--- src/sv/tfr_pkg.sv ---
`timescale 1ns / 1ps
// Package for the tiled framebuffer rasterizer.
// Command codes and plot-request types; no dependencies.
package tfr_pkg;
	typedef enum logic [2:0] {
		CMD_PIXEL  = 3'd0,
		CMD_LINE   = 3'd1,
		CMD_CIRCLE = 3'd2,
		CMD_THICK  = 3'd3,
		CMD_RECT   = 3'd4,
		CMD_CLEAR  = 3'd5,
		CMD_READ   = 3'd6,
		CMD_NONE   = 3'd7
	} cmd_t;

	localparam int unsigned REG_TILES_WIDE = 0;
	localparam int unsigned REG_TILES_HIGH = 1;

	// One pixel request from the shape walker to the plotter.
	typedef struct packed {
		logic       valid;
		logic [7:0] x;
		logic [7:0] y;
	} plot_req_t;
endpackage

--- src/sv/tfr_plot.sv ---
`timescale 1ns / 1ps
// Pixel plotter: maps pixels to row bytes and ORs them into the frame memory.
// Depends on tfr_pkg. Owns the frame memory, its clear sweep and the read port.
module tfr_plot import tfr_pkg::*; #(
	parameter int MAX_TILES_WIDE = 8,
	parameter int MAX_TILES_HIGH = 4,
	parameter int DEPTH = 256,
	parameter int AW = 8
) (
	input  logic            clk,
	input  logic            arst_n,
	input  logic [3:0]      tiles_wide,
	input  logic [2:0]      tiles_high,
	input  plot_req_t       req,
	input  logic            clear_start,
	output logic            clear_busy,
	input  logic            rd_en,
	input  logic [7:0]      rd_index,
	output logic [7:0]      rd_data,
	output logic            idle
);
	localparam int unsigned MW = MAX_TILES_WIDE;
	localparam int unsigned MH = MAX_TILES_HIGH;

	logic [7:0] mem [2**AW];

	logic [4:0]  tw, th;
	logic        hit;
	logic [15:0] idx_full;

	always_comb begin
		tw = (32'(tiles_wide) > MW) ? 5'(MW) : 5'(tiles_wide);
		th = (32'(tiles_high) > MH) ? 5'(MH) : 5'(tiles_high);
		idx_full = 16'({req.x[7:3], 3'b000}) + 16'(req.y[7:3]) * 16'({tw, 3'b000})
			+ 16'(req.y[2:0]);
		hit = req.valid && ({3'b000, req.x} < 11'({tw, 3'b000}))
			&& ({3'b000, req.y} < 11'({th, 3'b000})) && (32'(idx_full) < DEPTH);
	end

	// stage 1 holds the row read, ORs the bit in and writes it back
	logic          v_s1, v_s2;
	logic [AW-1:0] a_s1, a_s2;
	logic [7:0]    m_s1;
	logic [7:0]    q_s1, wd_s1, wd_s2;
	logic [AW:0]   clr_q;
	logic          rd_v_s1;
	logic          rd_ok_s1;
	logic [AW-1:0] rd_addr;

	assign rd_addr = AW'(rd_index);
	assign clear_busy = clr_q[AW] == 1'b0 ? 1'b1 : 1'b0;

	always_ff @(posedge clk or negedge arst_n) begin
		if (!arst_n) begin
			v_s1    <= 1'b0;
			v_s2    <= 1'b0;
			clr_q   <= '0;
			rd_v_s1 <= 1'b0;
		end else begin
			v_s1    <= hit;
			v_s2    <= v_s1;
			rd_v_s1 <= rd_en;
			if (clear_start) clr_q <= '0;
			else if (!clr_q[AW]) clr_q <= clr_q + 1'b1;
		end
	end

	// forward the stage-2 byte when the pixel in stage 1 read the same row before that byte was written
	always_comb begin
		wd_s1 = q_s1 | m_s1;
		if (v_s2 && a_s2 == a_s1) wd_s1 = wd_s1 | wd_s2;
	end

	always_ff @(posedge clk) begin
		a_s1     <= idx_full[AW-1:0];
		m_s1     <= 8'h80 >> req.x[2:0];
		a_s2     <= a_s1;
		wd_s2    <= wd_s1;
		q_s1     <= mem[rd_en ? rd_addr : idx_full[AW-1:0]];
		rd_ok_s1 <= 32'(rd_index) < DEPTH;
		if (clear_busy) mem[clr_q[AW-1:0]] <= 8'h00;
		else if (v_s1) mem[a_s1] <= wd_s1;
	end

	assign rd_data = (rd_v_s1 && rd_ok_s1) ? q_s1 : 8'h00;
	assign idle = !v_s1 && !v_s2 && !clear_busy && !hit;
endmodule

--- src/sv/tiled_framebuffer_rasterizer_core.sv ---
`timescale 1ns / 1ps
// Top level of the tiled framebuffer rasterizer: command sequencer and APB registers.
// Depends on tfr_pkg and tfr_plot.
//
// Draws into a one-bit frame of 8x8 tiles kept in a 256-byte memory (one byte
// per tile row, read-modify-write through a two-stage pipe with forwarding).
// Commands are taken one at a time. A pixel is plotted in its accept cycle;
// otherwise the shape walker issues one pixel per cycle: a line takes its major
// span plus one, a circle eight pixels per octant step (72 for a thick circle),
// a rectangle w*h. A command then drains until the plotter is idle (a clear
// waits until its sweep ends) and holds read_data (zero except for the read
// command) until its transaction is taken, after which the next command can be
// accepted.
// Clear sweeps the memory one byte a cycle; the same sweep runs after reset,
// during which no command is accepted.
module tiled_framebuffer_rasterizer_core import tfr_pkg::*; #(
	parameter int MAX_TILES_WIDE = 8,
	parameter int MAX_TILES_HIGH = 4
) (
	input  logic        clk,
	input  logic        arst_n,
	input  logic        in_valid,
	output logic        in_ready,
	input  logic [2:0]  cmd,
	input  logic [7:0]  start_x,
	input  logic [7:0]  start_y,
	input  logic [7:0]  end_x,
	input  logic [7:0]  end_y,
	input  logic [7:0]  radius,
	input  logic [7:0]  rect_width,
	input  logic [7:0]  rect_height,
	input  logic [7:0]  read_index,
	output logic        out_valid,
	input  logic        out_ready,
	output logic [7:0]  read_data,
	input  logic        psel,
	input  logic        penable,
	input  logic        pwrite,
	input  logic [2:0]  paddr,
	input  logic [31:0] pwdata,
	output logic [31:0] prdata,
	output logic        pready
);
	localparam int DEPTH = MAX_TILES_WIDE * MAX_TILES_HIGH * 8;
	localparam int AW = (DEPTH > 256) ? $clog2(DEPTH) : 8;

	typedef enum logic [5:0] {
		ST_IDLE  = 6'b000001,
		ST_LINE  = 6'b000010,
		ST_CIRC  = 6'b000100,
		ST_RECT  = 6'b001000,
		ST_DRAIN = 6'b010000,
		ST_OUT   = 6'b100000
	} state_t;

	state_t state_q;
	logic [3:0] tw_q;
	logic [2:0] th_q;

	assign pready = 1'b1;
	always_ff @(posedge clk or negedge arst_n) begin
		if (!arst_n) begin
			tw_q <= 4'd4;
			th_q <= 3'd1;
		end else if (psel && penable && pwrite) begin
			if (paddr[2] == 1'(REG_TILES_WIDE)) tw_q <= pwdata[3:0];
			else th_q <= pwdata[2:0];
		end
	end
	assign prdata = (paddr[2] == 1'(REG_TILES_WIDE)) ? {28'd0, tw_q} : {29'd0, th_q};

	// walker registers
	logic signed [10:0] px_q, py_q, stop_q, err_q, e1_q, e2_q;
	logic               ymaj_q, step_pos_q;
	logic signed [10:0] cx_q, cy_q, ox_q, oy_q, d_q;
	logic [2:0]         oct_q;
	logic [3:0]         blk_q;
	logic               thick_q;
	logic [7:0]         rw_q, rh_q, rx_q, ry_q;
	logic [7:0]         start_x_q, start_y_q;
	logic [2:0]         drain_q;
	logic [7:0]         rd_q;
	logic               rd_pend_q;

	plot_req_t req;
	logic clear_start, clear_busy, idle, rd_en;
	logic [7:0] rd_data;

	tfr_plot #(
		.MAX_TILES_WIDE(MAX_TILES_WIDE), .MAX_TILES_HIGH(MAX_TILES_HIGH),
		.DEPTH(DEPTH), .AW(AW)
	) u_plot (
		.clk, .arst_n, .tiles_wide(tw_q), .tiles_high(th_q), .req,
		.clear_start, .clear_busy, .rd_en, .rd_index(read_index), .rd_data, .idle
	);

	logic acc;
	assign in_ready = (state_q == ST_IDLE) && !clear_busy;
	assign acc = in_valid && in_ready;
	assign clear_start = acc && cmd == CMD_CLEAR;
	assign rd_en = acc && cmd == CMD_READ;

	// circle point for the current octant and 3x3 offset
	logic signed [10:0] cpx, cpy, bx, by;
	always_comb begin
		case (oct_q)
			3'd0: begin cpx = cx_q + ox_q; cpy = cy_q + oy_q; end
			3'd1: begin cpx = cx_q - ox_q; cpy = cy_q + oy_q; end
			3'd2: begin cpx = cx_q + ox_q; cpy = cy_q - oy_q; end
			3'd3: begin cpx = cx_q - ox_q; cpy = cy_q - oy_q; end
			3'd4: begin cpx = cx_q + oy_q; cpy = cy_q + ox_q; end
			3'd5: begin cpx = cx_q - oy_q; cpy = cy_q + ox_q; end
			3'd6: begin cpx = cx_q + oy_q; cpy = cy_q - ox_q; end
			default: begin cpx = cx_q - oy_q; cpy = cy_q - ox_q; end
		endcase
		bx = 11'sd0;
		by = 11'sd0;
		if (thick_q) begin
			case (blk_q) inside
				4'd0, 4'd3, 4'd6: bx = -11'sd1;
				4'd1, 4'd4, 4'd7: bx = 11'sd0;
				default: bx = 11'sd1;
			endcase
			case (blk_q) inside
				[4'd0:4'd2]: by = -11'sd1;
				[4'd3:4'd5]: by = 11'sd0;
				default: by = 11'sd1;
			endcase
		end
	end

	always_comb begin
		req = '0;
		case (state_q)
			ST_LINE: begin req.valid = 1'b1; req.x = px_q[7:0]; req.y = py_q[7:0]; end
			ST_CIRC: begin
				req.valid = 1'b1; req.x = 8'(cpx + bx); req.y = 8'(cpy + by);
			end
			ST_RECT: begin req.valid = 1'b1; req.x = start_x_q + rx_q; req.y = start_y_q + ry_q; end
			default: ;
		endcase
		if (acc && cmd == CMD_PIXEL) begin
			req.valid = 1'b1; req.x = start_x; req.y = start_y;
		end
	end

	logic signed [10:0] dx, dy, adx, ady;
	logic same;
	always_comb begin
		dx = 11'(end_x) - 11'(start_x);
		dy = 11'(end_y) - 11'(start_y);
		adx = dx < 0 ? -dx : dx;
		ady = dy < 0 ? -dy : dy;
		same = (dx < 0 && dy < 0) || (dx > 0 && dy > 0);
	end

	always_ff @(posedge clk or negedge arst_n) begin
		if (!arst_n) begin
			state_q   <= ST_IDLE;
			drain_q   <= '0;
			rd_pend_q <= 1'b0;
		end else begin
			unique case (state_q)
				ST_IDLE: if (acc) begin
					drain_q   <= 3'd4;
					rd_pend_q <= cmd == CMD_READ;
					case (cmd) inside
						CMD_LINE:   state_q <= ST_LINE;
						CMD_CIRCLE, CMD_THICK: state_q <= ST_CIRC;
						CMD_RECT: state_q <= (rect_width == 0 || rect_height == 0)
							? ST_DRAIN : ST_RECT;
						default: state_q <= ST_DRAIN;
					endcase
				end
				ST_LINE: if ((ymaj_q ? py_q : px_q) >= stop_q) state_q <= ST_DRAIN;
				ST_CIRC: if (oct_q == 3'd7 && (!thick_q || blk_q == 4'd8)
					&& !((oy_q - (d_q > 0 ? 11'sd1 : 11'sd0)) >= ox_q + 11'sd1))
					state_q <= ST_DRAIN;
				ST_RECT: if (rx_q == rw_q - 8'd1 && ry_q == rh_q - 8'd1) state_q <= ST_DRAIN;
				ST_DRAIN: begin
					if (drain_q != 0) drain_q <= drain_q - 3'd1;
					else if (idle) state_q <= ST_OUT;
				end
				ST_OUT: if (out_ready) state_q <= ST_IDLE;
				default: state_q <= ST_IDLE;
			endcase
		end
	end

	always_ff @(posedge clk) begin
		if (rd_pend_q && state_q == ST_DRAIN && drain_q == 3'd4) rd_q <= rd_data;
		else if (acc) rd_q <= 8'h00;
		if (acc) begin
			start_x_q <= start_x; start_y_q <= start_y;
			rw_q <= rect_width; rh_q <= rect_height; rx_q <= '0; ry_q <= '0;
			cx_q <= 11'(start_x); cy_q <= 11'(start_y);
			ox_q <= '0; oy_q <= 11'(radius); d_q <= 11'sd3 - 11'(radius) * 11'sd2;
			oct_q <= '0; blk_q <= '0; thick_q <= cmd == CMD_THICK;
			step_pos_q <= same;
			if (ady <= adx) begin
				ymaj_q <= 1'b0; err_q <= 11'(ady * 2) - adx;
				e1_q <= 11'(ady * 2); e2_q <= 11'((ady - adx) * 2);
				if (dx >= 0) begin px_q <= 11'(start_x); py_q <= 11'(start_y); stop_q <= 11'(end_x); end
				else begin px_q <= 11'(end_x); py_q <= 11'(end_y); stop_q <= 11'(start_x); end
			end else begin
				ymaj_q <= 1'b1; err_q <= 11'(adx * 2) - ady;
				e1_q <= 11'(adx * 2); e2_q <= 11'((adx - ady) * 2);
				if (dy >= 0) begin px_q <= 11'(start_x); py_q <= 11'(start_y); stop_q <= 11'(end_y); end
				else begin px_q <= 11'(end_x); py_q <= 11'(end_y); stop_q <= 11'(start_y); end
			end
		end else begin
			if (state_q == ST_LINE) begin
				if (!ymaj_q) begin
					px_q <= px_q + 11'sd1;
					if (err_q < 0) err_q <= err_q + e1_q;
					else begin
						py_q <= step_pos_q ? py_q + 11'sd1 : py_q - 11'sd1;
						err_q <= err_q + e2_q;
					end
				end else begin
					py_q <= py_q + 11'sd1;
					if (err_q <= 0) err_q <= err_q + e1_q;
					else begin
						px_q <= step_pos_q ? px_q + 11'sd1 : px_q - 11'sd1;
						err_q <= err_q + e2_q;
					end
				end
			end
			if (state_q == ST_CIRC) begin
				if (thick_q && blk_q != 4'd8) blk_q <= blk_q + 4'd1;
				else begin
					blk_q <= '0;
					oct_q <= oct_q + 3'd1;
					if (oct_q == 3'd7) begin
						ox_q <= ox_q + 11'sd1;
						if (d_q > 0) begin
							oy_q <= oy_q - 11'sd1;
							d_q <= d_q + ((ox_q + 11'sd1 - oy_q + 11'sd1) <<< 2) + 11'sd10;
						end else d_q <= d_q + ((ox_q + 11'sd1) <<< 2) + 11'sd6;
					end
				end
			end
			if (state_q == ST_RECT) begin
				if (rx_q == rw_q - 8'd1) begin rx_q <= '0; ry_q <= ry_q + 8'd1; end
				else rx_q <= rx_q + 8'd1;
			end
		end
	end

	assign out_valid = state_q == ST_OUT;
	assign read_data = rd_q;
endmodule
--- config.mk ---
export PLATFORM = sky130hd
export DESIGN_NAME = tiled_framebuffer_rasterizer_core
export DESIGN_NICKNAME = d
export VERILOG_FILES = /design/src/sv/tfr_pkg.sv /design/src/sv/tfr_plot.sv /design/src/sv/tiled_framebuffer_rasterizer_core.sv
export SDC_FILE = /design/constraint.sdc
export NUM_CORES = 2
export LEC_CHECK = 0
export ABC_AREA = 1
export BUFFER_PORTS_ARGS = -buffer_cell sky130_fd_sc_hd__buf_2
export CORE_UTILIZATION = 64
export CTS_CLUSTER_SIZE = 25
export DETAILED_ROUTE_END_ITERATION = 16
export HOLD_SLACK_MARGIN = 0.05
export PLACE_DENSITY = 0.81
export SLEW_MARGIN = 20
export SYNTH_ARGS = -nofsm -noshare
export SYNTH_HDL_FRONTEND = slang
export SYNTH_SLANG_ARGS = --single-unit
--- constraint.sdc ---
create_clock -name clk -period 12.7 [get_ports clk]
set_input_delay 0.635 -clock clk [delete_from_list [all_inputs] [get_ports clk]]
set_output_delay 0.635 -clock clk [all_outputs]
set_load 0.005 [all_outputs]
Word-level counts from Yosys, hierarchy flattened:

Memory sizes are Yosys's and may differ from the RTL's. A register that Yosys moved wholly into a read port is not among the register bits.
Cells that the tools add are included.

* word-level logic and storage cells: 305
* RAM bits: 2048
* register bits: 226
* memories: 1

Memory list
* u_plot.mem: depth 256, width 8, rd ports 1, clocked after Yosys merged registers in 1, wr ports 1, line tfr_plot.sv:25 `logic [7:0] mem [2**AW];`

* $mul: 1
* add/subtract/negate cells: 46
* mux-type cells: 86
* equality and inequality tests: 42
* magnitude comparators: 21
* shifts and indexed selects: 1
* bitwise logic cells: 4
* reduce and logical (&&, ||, !) cells: 67

Operators with widths (count)
* 11-bit 2-to-1 mux: 29
* 8-bit 2-to-1 mux: 23
* 8-bit adder: 8
* 17-bit one-hot mux with 3 select lines: 1
* 8-bit one-hot mux with 3 select lines: 2
* 11-bit adder: 4
* 6-bit 2-to-1 mux: 7
* 6-bit one-hot mux with 6 select lines: 1
* 11-bit by 2-bit adder with 11-bit output (second input constant): 3
* 11-bit by 2-bit subtractor with 11-bit output (second input constant): 3
* 8-bit subtractor: 4
* 3-bit == test (second input constant): 8
* 8-bit == test: 3
* 1-bit logical AND: 24
* 11-bit greater-or-equal comparator: 2
* 9-bit negation with 11-bit output: 2
* 11-bit subtractor: 2
* 5-bit 2-to-1 mux: 4
* 10-bit subtractor: 2
* 9-bit by 1-bit greater-or-equal comparator with 1-bit output (second input constant): 2
* 9-bit by 1-bit greater-than comparator with 1-bit output (second input constant): 2
* 9-bit by 1-bit less-than comparator with 1-bit output (second input constant): 2
* 9-bit 2-to-1 mux: 2
* 2-bit != test (second input constant): 9
* other kinds (65): 119

Logic depth before layout (Yosys ltp):

* depth in word-level cells: 18
* mapped depth: 45

Cells and area by module:

A second synthesis with hierarchy kept.

* cells, all modules: 11506
* area, all modules: 110567.3 um^2

By module, submodules not included
* tfr_plot: times used 1, seq. area each 62600.0 um^2, cells each 8888, area each 91928.2 um^2
* tiled_framebuffer_rasterizer_core: times used 1, seq. area each 4833.4 um^2, cells each 2618, area each 18639.1 um^2

Worst setup path before layout:

OpenSTA, ideal clock, no wires.

* path type: register to register
* start point: register u_plot.a_s1[7]
* end point: memory u_plot.mem[0][0], data pin
* setup time: 1730 ps
* arrival time: 8097 ps
* period minus slack after synthesis: 9827 ps
* path buffers: 0
* setup slack: 2873 ps
* cell stages (with the launch flop): 7
* data required time: 10970 ps
* path through: dfxtp_1 > xor2_1 > a2111oi_0 > nand4_1 > inv_1 > nand2_1 > a31oi_1

* cells in the longest elaborated chain, start to end: 4

Ends and longest elaborated chain
* start: declaration: line tfr_plot.sv:42 `logic [AW-1:0] a_s1, a_s2;`
* start signal: assignment: line tfr_plot.sv:75 `a_s1 <= idx_full[AW-1:0];`
* 8-bit == test: line tfr_plot.sv:71 `if (v_s2 && a_s2 == a_s1) wd_s1 = wd_s1 | wd_s2;`
* 1-bit logical AND: line tfr_plot.sv:71
* 8-bit 2-to-1 mux: line tfr_plot.sv:71
* 8-bit 2-to-1 mux (no source line)
* end: declaration: line tfr_plot.sv:25

No other way between the ends.

Worst setup path after layout:

* start point: register oct_q[2]
* end point: register u_plot.q_s1[6] (read register of u_plot.mem)

* cells in the longest elaborated chain, start to end: 10

Ends and longest elaborated chain
* start: declaration: line tiled_framebuffer_rasterizer_core.sv:76 `logic [2:0] oct_q;`
* start signal: assignment: line tiled_framebuffer_rasterizer_core.sv:233 `oct_q <= oct_q + 3'd1;`
* 3-bit == test (tied with other cells): line tiled_framebuffer_rasterizer_core.sv:106 `case (oct_q)`
* 2-bit OR reduction (no source line)
* 8-bit one-hot mux with 3 select lines: line tiled_framebuffer_rasterizer_core.sv:106
* 8-bit adder: line tiled_framebuffer_rasterizer_core.sv:137 `req.valid = 1'b1; req.x = 8'(cpx + bx); req.y = 8'(cpy + by);`
* 17-bit one-hot mux with 3 select lines (*): line tiled_framebuffer_rasterizer_core.sv:134 `case (state_q)`
* 17-bit 2-to-1 mux (*): line tiled_framebuffer_rasterizer_core.sv:142 `if (acc && cmd == CMD_PIXEL) begin`
* 5-bit by 5-bit multiplier with 10-bit output: line tfr_plot.sv:34 `idx_full = 16'({req.x[7:3], 3'b000}) + 16'(req.y[7:3]) * 16'({tw, 3'b000})`
* 8-bit by 13-bit adder with 14-bit output: line tfr_plot.sv:34
* 16-bit by 3-bit adder with 16-bit output (*): line tfr_plot.sv:35 `+ 16'(req.y[2:0]);`
* via u_plot.idx_full[3]: line tfr_plot.sv:29 `logic [15:0] idx_full;`
* 8-bit 2-to-1 mux (*): line tfr_plot.sv:79 `q_s1 <= mem[rd_en ? rd_addr : idx_full[AW-1:0]];`
* end: declaration: line tfr_plot.sv:44 `logic [7:0] q_s1, wd_s1, wd_s2;`

The timed path passes the listed nets; every way through them passes the cells marked *.
A chain may end at the register's enable or synchronous reset.

==> reports/metrics.csv <==
metric;value;unit
result of the run;complete, no violations;
maximum root-to-sink buffer count;3;
worst clock skew;0.0332;ns
origin of the worst setup path;oct_q[2];
clock latency at the later pin of the worst-skew pair;0.89;ns
max capacitance violation total;0;
via count of the first global-routing pass;79400;
data arrival time at the worst-slack endpoint;8.83;ns
fraction of the core area covered by cells at the end of the flow;69.7;%
top area cells in the synthesized netlist;edfxtp_1, nand3_1, inv_1;
Setup TNS Final;0;ns
fill cell count;11800;
DRC;0;
post-synthesis to final-layout area growth;8.28;%
vertical die dimension;417;um
CTS tree;done;
Crit Path Category;flop to flop;
total via count after detailed routing;82500;
Routability Congestion;0.954;
Crit path required time;13.53;ns
share of power burned in registers;40.9;%
final count of hold timing violations;0;
power per unit of standard cell area;180;nW/um^2
setup repair after global routing missed its margin;false;
starting density of the core;64.4;%
Most used DFF post-synth;edfxtp_1;
Routed met3 length;34.1;mm
deepest level of the CTS H-tree;4;
Max Clock Freq;125;MHz
number of warnings issued by yosys;0;
area share of the largest cell type after synthesis;59.0;%
Async SR Flop Fraction;1.27;%
pin count of the biggest net entering global routing;275;
share of final-layout standard cells stronger than drive strength 1;5.03;%
clock sink count;2276;
final global-route overflow total;0;
Compound-Gate Fraction of Synth Area;5.74;%
final number of setup-violating endpoints;0;
post-route minimum period;8.00;ns
area enclosed by the die boundary;174000;um^2
Chip Width;417;um
simple-gate portion of the synthesized area;19.2;%
syn_area_per_cell;9.94;um^2
number of I/O pins;152;
proportion of synthesized chip area in sequential cells;61.1;%
#FFs+latches synth;2276;
worst voltage drop across the vdd grid;0.000187;V
launch point of the worst reg-to-reg path;oct_q[2];
global-route usage over all layers;33.6;%
critical path's slowest cell;inv_4;
Netlist cell types;64;
Post-synth EDFFs;2170;
Critical Path Start Type;flop;
clock slew seen by the registers of the worst setup and hold paths;0.06;ns
final slew viol count;0;
standard-cell row count;152;
core region area;172000;um^2
wire length of the first global-routing pass;450;mm
drt total wl;297;mm
Vias per Instance;6.15;
final critical-path share of the clock period;63.0;%
leakage power of the design;0.0493;uW
most frequent standard cell in the layout excluding fill and tap cells;edfxtp_1;
internal power consumption;14100;uW
HP Class;input pin to flop;
largest stage delay on the critical path;0.89;ns
placed wire-length estimate after detailed placement;170;mm
total CTS buffers;221;
post-route met1 wirelength;108;mm
most frequent cells in the layout;edfxtp_1, inv_1, nand2_1, nand3_1, nand4_1;
area share of xor/xnor cells in the synthesized design;1.38;%
Final nets;11300;
met2 layer wire length in the routed design;138;mm
combinational share of power;28.7;%
drt first pass iters;8;
combinational family with the most area after synthesis;simple AND/OR/NAND/NOR gates;
worst-path fanout max;129;
adder-cell share of the synthesized area;3.10;%
launch point of the worst hold path;start_y[2];
remaining max-slew budget at the tightest pin;14.7;%
most frequent CP cell;nand2_1;
portion of total power attributed to the clock network;30.5;%
Sw Pwr;7460;uW
post-synthesis instance total;11100;
number of DRC violations after detailed-routing iteration 0;11400;
antenna violations before repair;7;
Yosys top cell by area;edfxtp_1;
I/O Buffers;92;
net switching fraction of the power;34.7;%
post-CTS setup buffer count;0;
slew at the pin with the worst max-slew slack;1.28;ns
max layer used;met5;
mux cell area share after synthesis;0.00907;%
kind of capture point of the worst setup path;flop;
Final ANT Viol Nets;0;
clock tree root buffer cell;clkbuf_16;
mapped cell area;110000;um^2
drt wl/cell;22.2;um
routing by layer:
layer,GRT usage [%],vias to the layer above
li1,-,37300
met1,43.7,38700
met2,53.3,5459
met3,6.89,989
met4,18.6,6
met5,0,-
power by group through the flow:
stage,sequential (uW),combinational (uW),clock [uW]
2_1_floorplan,8880,4130,0
3_3_place_gp,8920,5740,0
3_5_place_dp,8930,5920,0
4_1_cts,8780,5980,6570
5_1_grt,8810,6670,6840
6_report,8790,6170,6560
cells in the mapped netlist, drive strengths merged (2+ instances only):
master and instances:
o31a 2, a211oi 6, a32oi 6, a221oi 4, o21a 4, dfrtp 26
clkbuf 301, o31ai 6, nor4 21, nand3b 5, a21o 4, o2111ai 10
nand2 1878, xnor2 40, nor3 42, a32o 2, xor2 134, fa 24
dfxtp 77, a21oi 211, o22ai 29, dfstp 3, ha 235, o221ai 3
edfxtp 2170, or2 17, a31oi 22, and2 2, nor3b 7, and3 2
o21ai 537, nand2b 3, conb 2, nand3 1623, o311ai 3, a22oi 6
a21boi 2, nand4 545, inv 1941, nor2 533, buf 376, o211ai 221
o21bai 12
cell families after synthesis:
family                   Yosys count
multiplexers                       1
buffers and inverters           2619
adder cells (fa/ha/maj)          259
flip-flops                      2276
other                              2
XOR/XNOR                         174
AO/OA/AOI/OAI                   1096
AND/OR/NAND/NOR                 4680
repair_timing:
item                                   in CTS  in global routing
gates resized for setup                     0                  0
hold buffers                               34                  0
endpoints found under the hold margin      62                  0
state kept, by name, indices dropped and copies added (netlist names), 8 cells and up:
name	flops
py_q	11
e2_q	10
px_q	11
u_plot.m_s1	8
rh_q	8
ox_q	11
ry_q	8
read_data	8
u_plot.wd_s2	8
u_plot.a_s2	8
start_x_q	8
u_plot.a_s1	8
oy_q	11
u_plot.q_s1	8
e1_q	10
rw_q	8
d_q	10
rx_q	8
u_plot.clr_q	9
u_plot.mem	2048
start_y_q	8
stop_q	8
err_q	11
worst paths after layout:
kind | end | slack (ns) | cells after the start
max | u_plot.q_s1[6] | 4.70 | 31
min | start_y_q[2] | 0.11 | 1
min in group asynchronous | tw_q[1] | 0.36 | 2
max reg2reg | u_plot.q_s1[6] | 4.70 | 31
min reg2reg | u_plot.a_s2[2] | 0.38 | 0
max in group asynchronous | drain_q[2] | 11.82 | 2
critical path, delay by kind of cell (launching register included):
kind,cells,cell delay [ns]
buffers and inverters,7,2.53
AND/OR/NAND/NOR,12,1.93
adder cells (fa/ha/maj),5,1.52
AO/OA/AOI/OAI,6,1.11
flip-flops,1,0.60
XOR/XNOR,1,0.16
layout make-up:
class                           count  area [um^2]  share of cell area, %
Clock buffer                      278         5840                   4.89
Antenna cell                       12         30.0                 0.0251
Clock inverter                    131         1400                   1.17
Tap cell                         2310         2890                   2.42
Multi-Input combinational cell   6246        32900                   27.5
Inverter                         1942         7300                   6.11
Sequential cell                  2276        67400                   56.4
Timing Repair Buffer              215         1750                   1.47
through the flow:
step	total power, uW	setup WS [ns]	instance area, um^2	hold WS, ns	cells
after floorplan	13000	2.87	111000	0.339	11100
after CTS	21300	4.92	119000	0.0539	13400
after global routing	22300	4.22	120000	0.0837	13400
final	21500	4.70	120000	0.110	13400
after detailed placement	14900	4.97	112000	0.370	13000
after global placement	14700	4.96	112000	0.370	13000
Power figures use the tool's default switching activity.
